[config.mk]
export PLATFORM = sky130hd
export DESIGN_NAME = sacl_ram
export DESIGN_NICKNAME = d
export VERILOG_FILES = /design/src/sacl_ram.sv
export SDC_FILE = /design/constraint.sdc
export NUM_CORES = 1
export LEC_CHECK = 0
export ABC_AREA = 1
export BUFFER_PORTS_ARGS = -buffer_cell sky130_fd_sc_hd__buf_2
export CAP_MARGIN = 20
export CORE_ASPECT_RATIO = 1.75
export CORE_MARGIN = 2
export CORE_UTILIZATION = 60
export CTS_CLUSTER_SIZE = 16
export DETAILED_ROUTE_END_ITERATION = 10
export PLACE_DENSITY_LB_ADDON = 0.2
export SLEW_MARGIN = 25
export SYNTH_ARGS = -nofsm -noshare
export SYNTH_HDL_FRONTEND = slang
export SYNTH_SLANG_ARGS = --single-unit
[constraint.sdc]
create_clock -name clk -period 2 [get_ports clk]
set_clock_uncertainty 0.1 [all_clocks]
set_input_delay 0.3 -clock clk [delete_from_list [all_inputs] [get_ports clk]]
set_output_delay 0.3 -clock clk [all_outputs]
set_load 0.02 [all_outputs]
[src/sacl_ram.sv]
`timescale 1ns / 1ps
// ----------------------------------------------------------------------------
// sacl_ram
// Generic simple dual-port RAM, one write and one registered read port.
// ----------------------------------------------------------------------------
module sacl_ram #(
  parameter int WIDTH = 8,
  parameter int DEPTH = 16
) (
  input  logic                                       clk,
  input  logic                                       we,
  input  logic [((DEPTH > 1) ? $clog2(DEPTH) : 1)-1:0] waddr,
  input  logic [WIDTH-1:0]                           wdata,
  input  logic                                       re,
  input  logic [((DEPTH > 1) ? $clog2(DEPTH) : 1)-1:0] raddr,
  output logic [WIDTH-1:0]                           rdata
);

  logic [WIDTH-1:0] mem_r [DEPTH];
  logic [WIDTH-1:0] rdata_r;

  always_ff @(posedge clk) begin
    if (we) mem_r[waddr] <= wdata;
    if (re) rdata_r <= mem_r[raddr];
  end

  assign rdata = rdata_r;

endmodule

==> impl_results.md, run 1 <==
- Sequential share of power: 46.4%
- CP Max Fanout: 1
- Root buffer cell: clkbuf_16
- Core area: 0.009468 mm^2
- Via count: 3922
- Final Slew Violations: 0
- Relative slew margins: 57.42%
- IO Pins: 27
- Die Height: 134.6 um
- Critical path buffer and inverter count: 1
- CTS buffer count: 17
- Switch Pwr: 1.443 mW
- Synthesis Warnings: 0
- Fmax: a little over 700 MHz
- Largest net degree at the start of global routing: 65
- Peak VDD IR: 1.087 mV
- I/O Buffers: 26
- Nature of the critical path endpoint: primary output
- Internal cell power: between 5 and 6 mW
- Die Wd: 78.62 um
- Comb pwr share: 5.8%
- Switching share of power: 20.73%
- CP max stage cell: edfxtp_1
- Cells after Synth: 551
- Vias in the first global route: slightly below 4k
- Post-Syn Area: 0.005847 mm^2
- Finished layout cell area: ~0.0068 mm^2
- H-tree Lvls: 4
- Clk slew on worst S/H paths: around 0.060 ns
- Post-CTS resize count: 0
- Initial antenna violation count: 0
- Power per cell area: between 1000 and 1500 mW/mm^2
- Final WL: 13100 um
- Via-to-Cell Ratio: 5.395
- Std cell rows: 47
- HP Class: primary input to flip-flop
- Initial Util: slightly above 60%
- Layout cells sized above 1: 12.73%
- Drt initial violations: 265
- CTS tree: built
- Leakage: 2.938 nW
- Drt drc: 0
- Post-Route Setup TNS: 0 ns
- Syn_area_per_cell: 10.61 um^2
- DP Area: approximately 0.0061 mm^2
- Wirelength per Cell: 18.02 um
- Area Overhead vs Synth: 15.84%
- RSZ-0062 raised after global routing: false
- Family with the most delay on the worst path: flip-flops
- First-pass GRT wire length: ~21000 um
- Ant. Diodes: 0
- Seq/Total Area, Yosys: 69.85%
- Postcts setup bufs: 0
- Post-synthesis net count: 570
- Hold_buf cts: 0
- Maximum clock path buffer count: 2
- Post-route ant nets: 0
- Worst-skew pair later-pin latency: 0.42 ns
- Clock network power share: between 40% and 50%
- Crit Path Category: flip-flop to primary output
- Clock Sinks: 136
- Die Area: ~0.011 mm^2
- #FFs+latches synth: 136
- WP data required: between 1.5 and 2 ns
- Crit path arrival time: 1.00 ns
- Crit-path cells: buf_2
- Startpoint Class: flip-flop
- Worst-Margin Slew: roughly 0.64 ns
- Final Wtd Congestion: 0.8695
- Setup Viol. Count Final: 0
- Status: finished clean
- Crit path largest cell delay: 0.41 ns
- DR pass1 iterations: 6
- Overflow left after global routing: 0
- Final #Nets: 611
- Period minus WS final: 1.405 ns
- HPWL Detailed: 8077 um
- Synth cell types: 11
- Tcrit/Tclk final: between 70% and 80%
- All-layer global routing usage: a little over a quarter
- Final Hold Fails: 0
- Max cap viols: 0
## flip-flops by register name, indices dropped and copies added, names as in the netlist
name and count:
mem_r 128, rdata 8
## per-layer routing
metal  global-route usage [%]  vias up  wire length, um
met5                        0        -                0
met4                    12.96        0              414
met3                    6.283       35              778
met2                    47.63      154             7116
met1                    31.48     1868             4791
li1                         -     1865                -
## kinds of logic after synthesis
| kind of cell | synth area share, % |
|---|---|
| buffers and inverters | 9.394 |
| flip-flops | 69.85 |
| AND/OR/NAND/NOR | 20.76 |
## layout by cell type, fill, tap and decap left out
| cell | netlist | routed |
|---|---|---|
| clkinv_1 | 0 | 2 |
| buf_2 | 13 | 26 |
| clkinvlp_4 | 0 | 5 |
| inv_2 | 2 | 2 |
| bufinv_16 | 0 | 5 |
| buf_12 | 0 | 2 |
| clkbuf_16 | 0 | 17 |
| clkinv_2 | 0 | 2 |
| nand3b_1 | 2 | 2 |
| nand3_1 | 97 | 97 |
| inv_1 | 100 | 100 |
| edfxtp_1 | 136 | 136 |
| nor2_1 | 17 | 17 |
| buf_4 | 4 | 18 |
| clkbuf_1 | 0 | 1 |
| nand2_1 | 173 | 173 |
## stage by stage
| stage | hold WS, ns | worst slack [ns] | power (mW) | std cells | utilization, % |
|---|---|---|---|---|---|
| 6_report | 0.1374 | 0.5955 | 6.961 | 727 | 71.53 |
| 5_1_grt | 0.1377 | 0.5650 | 7.140 | 727 | 71.53 |
| 4_1_cts | 0.1315 | 0.5820 | 6.982 | 727 | 71.53 |
| 3_5_place_dp | 0.5676 | 0.3526 | 3.690 | 695 | 64.83 |
| 3_3_place_gp | 0.5684 | 0.3603 | 3.683 | 695 | 64.83 |
| 2_1_floorplan | 0.2989 | 0.6492 | 3.528 | 551 | - |
## synthesized netlist by cell type
cell type	n	area share, %
buf_1	1	0.064
buf_2	13	1.1
buf_4	4	0.51
buf_6	6	1.2
edfxtp_1	136	70
inv_1	100	6.4
inv_2	2	0.13
nand2_1	173	11
nand3_1	97	8.3
nand3b_1	2	0.26
nor2_1	17	1.1
## path summary, 6_finish.rpt
check	startpoint	to	slack, ns	cells after the start
max	rdata[6]	rdata[6]	0.60	1
max reg2reg	mem_r[5][5]	rdata[5]	0.74	6
min reg2reg	mem_r[8][0]	rdata[0]	0.66	6
min	re	rdata[7]	0.14	1
## layout make-up
cell class                 count  area (um^2)
timing repair buffer          46        305.3
clock buffer                  18        429.2
clock inverter                14        205.2
sequential                   136         4084
fill                         695         2695
inverter                     102        382.9
tap                          122        152.6
multi-input combinational    289         1214
## power by group through the flow
stage	clock network [mW]	registers, mW	logic (mW)
6_report	3.33	3.23	0.402
5_1_grt	3.46	3.24	0.444
4_1_cts	3.35	3.23	0.404
3_5_place_dp	0	3.29	0.400
3_3_place_gp	0	3.29	0.396
2_1_floorplan	0	3.30	0.225
Note: power is estimated with default switching activity, not from simulation.
==> inputs of run 2 (changes only) <==
==> constraint.sdc (replaced) <==
create_clock -name clk -period 1.4 [get_ports clk]
set_clock_uncertainty 0.1 [all_clocks]
set_input_delay 0.21 -clock clk [delete_from_list [all_inputs] [get_ports clk]]
set_output_delay 0.21 -clock clk [all_outputs]
set_load 0.02 [all_outputs]
==> run 2 against run 1 <==
Against the previous run:
- core utilization down 0.30 points
- hold slack worse by 0.082 ns
- worst setup slack worse by 0.51 ns
- cell count up 0.83%
- critical path type unchanged
- largest cell class unchanged
==> impl_results.md, run 2 (synthesis results as in run 1) <==
- Status: finished clean
- Reg-to-reg slack, setup: 0.16 ns
- H-tree Lvls: 4
- Post-route insts no fill: 733
- Period minus WS final: about 1.3 ns
- IO Pins: 27
- Critical path depth: 1
- Placed cells: approximately 700
- Overflow left after global routing: 0
- Root buffer cell: clkbuf_16
- Largest Register: mem_r
- Core area: between 0.009 and 0.01 mm^2
- Tcrit/Tclk final: between 90% and 100%
- First-pass GRT wire length: 20270 um
- Tot Pwr: between 9 and 10 mW
- Family with the most delay on the worst path: flip-flops
- Most common cell after layout, fill and taps aside: nand2_1
- Ant. Diodes: 0
- Post-route ant nets: 0
- I/O Buffers: 26
- Die Area: 0.01058 mm^2
- R2r startpoint: mem_r[5][7]
- Crit path arrival time: just over 1 ns
- Die Wd: about 79 um
- WP data required: roughly 1.1 ns
- Relative slew margins: 59.22%
- CTS buffer count: 17
- Via count: between 3k and 4k
- Via-to-Cell Ratio: 5.276
- Hold WS: 0.05548 ns
- Setup Viol. Count Final: 0
- Worst-skew pair later-pin latency: 0.41 ns
- Fmax: 758.3 MHz
- Final #Nets: 617
- Final Hold Fails: 0
- All-layer global routing usage: around 27%
- DR pass1 iterations: 5
- Area Overhead vs Synth: 15.34%
- Final Wtd Congestion: around 0.84
- Postcts setup bufs: 0
- Critical Path Sink: rdata[6]
- Drt initial violations: 312
- Die Height: 134.6 um
- CTS tree: built
- Crit path largest cell delay: 0.41 ns
- Vias in the first global route: 3847
- Max reg flops: approximately 130
- Clk slew on worst S/H paths: approximately 0.060 ns
- Initial Util: 61.75%
- HPWL Detailed: between 8000 and 9000 um
- CP Max Fanout: 1
- Max cap viols: 0
- Reg2reg end: rdata[7]
- HP Class: primary input to flip-flop
- Hold_buf cts: 0
- Peak VDD IR: 1.661 mV
- Leakage: 2.943 nW
- RSZ-0062 raised after global routing: false
- Critical path buffer and inverter count: 1
- Post-CTS resize count: 0
- Wirelength per Cell: around 18 um
- Worst setup path start: rdata[6]
- Worst-Margin Slew: 0.6108 ns
- Most frequent cells in the layout: nand2_1, edfxtp_1, inv_1, nand3_1, buf_2
- Initial antenna violation count: 0
- Std cell rows: 47
- Largest net degree at the start of global routing: 36
- Crit Path Category: flip-flop to primary output
- Post-Route Setup TNS: 0 ns
- Layout cells sized above 1: a little over an eighth
- Crit-path cells: buf_2
- Nature of the critical path endpoint: primary output
- WHS Path Cells: 1
- Worst r2r path cells: 6
- Clock Sinks: 136
- Startpoint Class: flip-flop
- Final Slew Violations: 0
- Drt drc: 0
- CP max stage cell: edfxtp_1
- Final WL: 13040 um
- Power per cell area: 1359 mW/mm^2
- Maximum clock path buffer count: 2
[run 2: cell count changes in the layout (fill, tap and decap cells not counted)]
cell,previous run,this run
clkbuf_1,1,4
buf_12,2,5
bufinv_16,5,1
buf_4,18,21
clkinv_2,2,6
clkinvlp_4,5,2
[run 2: through the flow]
| stage | instance area [um^2] | util (%) | setup slack [ns] |
|---|---|---|---|
| after floorplan | 5847 | - | 0.1392 |
| after global placement | 6221 | 65.71 | -0.1544 |
| after detailed placement | 6221 | 65.71 | -0.1706 |
| after CTS | 6744 | 71.23 | 0.06851 |
| after global routing | 6744 | 71.23 | 0.05512 |
| final | 6744 | 71.23 | 0.08130 |
[run 2: per-layer routing]
layer  track usage, %  share of wire, %
met2            47.15                55
met3            6.484               5.6
met5                0                 0
met4            11.11               3.0
met1            31.32                37
[run 2: final cells by class]
cell class | instances | area, um^2
Fill cell | 675 | 2724
Clock buffer | 21 | 440.4
Timing Repair Buffer | 52 | 387.9
Clock inverter | 11 | 82.58
Multi-Input combinational cell | 289 | 1214
Inverter | 102 | 382.9
Sequential cell | 136 | 4084
Tap cell | 122 | 152.6
[run 2: report_power, final]
part,switching [mW],internal (mW)
clock network,1.55,2.40
logic,0.417,0.183
registers,0.0257,4.59
total,1.99,7.17
[run 2: how the worst min path moves through the flow]
stage / slack [ns] / end / startpoint
after floorplan: 0.21 / mem_r[0][0] / wdata[0]
after global placement: 0.47 / rdata[7] / re
after detailed placement: 0.47 / rdata[7] / re
after CTS: 0.04 / rdata[7] / re
after global routing: 0.04 / rdata[7] / re
final: 0.06 / rdata[7] / re
==> inputs of run 3 (changes only) <==
--- a/config.mk
+++ b/config.mk
@@ -11,6 +11,7 @@
 export CORE_ASPECT_RATIO = 1.75
 export CORE_MARGIN = 2
 export CORE_UTILIZATION = 60
+export CTS_BUF_LIST = sky130_fd_sc_hd__clkbuf_16
 export CTS_CLUSTER_SIZE = 16
 export DETAILED_ROUTE_END_ITERATION = 10
 export PLACE_DENSITY_LB_ADDON = 0.2
==> constraint.sdc (replaced) <==
create_clock -name clk -period 1.31 [get_ports clk]
set_clock_uncertainty 0.1 [all_clocks]
set_input_delay 0.1965 -clock clk [delete_from_list [all_inputs] [get_ports clk]]
set_output_delay 0.1965 -clock clk [all_outputs]
set_load 0.02 [all_outputs]
==> run 3 against run 2 <==
Against the previous run:
- die area did not move
- register-to-register slack lost 0.09 ns
- sequential share of layout area down 0.99 points
- first-iteration DRC count decreased by 26%
- routed wire length rose by 0.67%
- combinational power increased by 13%
==> impl_results.md, run 3 (synthesis results as in run 1) <==
- Leakage: between 2 and 3 nW
- Switch Pwr: roughly 2.2 mW
- Worst setup margin: 0.02795 ns
- RSZ-0062 raised after global routing: true
- HPWL Detailed: around 8500 um
- Worst setup path start: rdata[1]
- IO Pins: 27
- Core area: about 0.0095 mm^2
- Clock Sinks: 136
- Via-to-Cell Ratio: 5.378
- Family with the most delay on the worst path: flip-flops
- Largest net degree at the start of global routing: 30
- Initial antenna violation count: 0
- Worst-skew pair later-pin latency: 0.41 ns
- Die Area: 0.01058 mm^2
- DR pass1 iterations: 5
- Clock network power share: a little over two fifths
- I/O Buffers: 26
- Startpoint Class: flip-flop
- Postcts setup bufs: 0
- Peak VDD IR: roughly 1.1 mV
- Worst-Margin Slew: 0.3944 ns
- Relative slew margins: 73.71%
- Most frequent cells in the layout: nand2_1, edfxtp_1, inv_1, nand3_1, buf_4
- Drt drc: 0
- Post-route ant nets: 0
- Setup Viol. Count Final: 0
- Switching share of power: 22.13%
- Ant. Diodes: 0
- Tcrit/Tclk final: 97.87%
- Die Height: 134.6 um
- Die Wd: 78.62 um
- Area Overhead vs Synth: 17.27%
- Fillers: roughly 680
- Overflow left after global routing: 0
- Final Wtd Congestion: 0.9066
- Hold path start: re
- Initial Util: 61.75%
- Final Slew Violations: 0
- Comb pwr share: 6.9%
- First-pass GRT wire length: 20630 um
- Internal cell power: 7.695 mW
- H-tree Lvls: 4
- Final Hold Fails: 0
- CTS tree: built
- Crit path arrival time: 0.99 ns
- Sequential share of power: ~50%
- Crit path largest cell delay: 0.42 ns
- Status: finished clean
- CP Max Fanout: 1
- All-layer global routing usage: 27.26%
- Clk slew on worst S/H paths: 0.06 ns
- Period minus WS final: 1.282 ns
- Final Util: 72.42%
- Max cap viols: 0
- WP data required: 1.01 ns
- Post-Route Setup TNS: 0 ns
- Root buffer cell: clkbuf_16
- Max reg flops: 128
- Largest Register: mem_r
- Final #Nets: 624
- Std cell rows: 47
- Drt initial violations: approximately 230
- HP Class: primary input to flip-flop
- Dpl ws: -0.2084 ns
- Crit Path Category: flip-flop to primary output
- Fmax: approximately 800 MHz
- Final WL: around 13000 um
- Vias in the first global route: 4048
- Via count: about 4k
- Wirelength per Cell: between 15 and 20 um
- CTS buffer count: 17
- Maximum clock path buffer count: 2
- CP max stage cell: edfxtp_1
- Critical path buffer and inverter count: 1
- Crit-path cells: buf_6
- Most common cell after layout, fill and taps aside: nand2_1
- Power per cell area: 1441 mW/mm^2
- Nature of the critical path endpoint: primary output
- Layout cells sized above 1: 14.72%
- R2r startpoint: mem_r[2][6]
[run 3: cell count changes in the layout (fill, tap and decap cells not counted), moves of 2 or more]
cell      previous run  this run
buf_12               5         7
buf_2               26        24
buf_4               21        26
buf_6                0         2
clkbuf_1             4         0
clkinv_1             2         4
inv_6                0         2
nand3_1             97        95
nand3_2              0         2
[run 3: area by class of cell]
cell class / instances / area [um^2] / area share, %
clock buffers: 17 / 425.4 / 6.204
well taps: 122 / 152.6 / 2.226
clock inverters: 15 / 110.1 / 1.606
flip-flops and latches: 136 / 4084 / 59.56
multi-input cells: 289 / 1224 / 17.85
repair buffers: 59 / 478.0 / 6.971
inverters: 102 / 382.9 / 5.584
[run 3: routing by layer]
metal / GRT usage (%) / wire (um) / part of all wire [%]
met1: 31.81 / 4930 / 38
met2: 46.82 / 7048 / 54
met3: 5.816 / 642 / 4.9
met4: 14.42 / 509 / 3.9
met5: 0 / 0 / 0
[run 3: through the flow]
stage / hold slack (ns) / std cells / total power, mW / instance area, um^2
floorplan: 0.1954 / 551 / 5.386 / 5847
global placement: 0.4647 / 708 / 5.672 / 6299
detailed placement: 0.4766 / 708 / 5.690 / 6299
CTS: 0.04559 / 740 / 9.924 / 6834
global route: 0.04776 / 740 / 10.21 / 6857
finish: 0.04772 / 740 / 9.883 / 6857
[run 3: worst paths after layout]
kind                            slack, ns  depth (start not counted)       end
worst min register to register       0.64                          6  rdata[4]
worst min-delay path                 0.05                          1  rdata[6]
worst max register to register       0.07                          6  rdata[6]
worst max-delay path                 0.03                          1  rdata[1]
[run 3: power by group through the flow]
stage | Combinational, mW | Clock (mW) | Sequential (mW)
floorplan | 0.344 | 0 | 5.04
CTS | 0.673 | 4.32 | 4.93
global route | 0.745 | 4.53 | 4.94
global placement | 0.653 | 0 | 5.02
detailed placement | 0.668 | 0 | 5.02
finish | 0.679 | 4.27 | 4.93
[run 3: timing repair]
| item | CTS | global route |
|---|---|---|
| hold buffers | 0 | 0 |
| endpoints found under the setup margin | 0 | 3 |
| resized for setup | 0 | 6 |
| endpoints found under the hold margin | 0 | 0 |
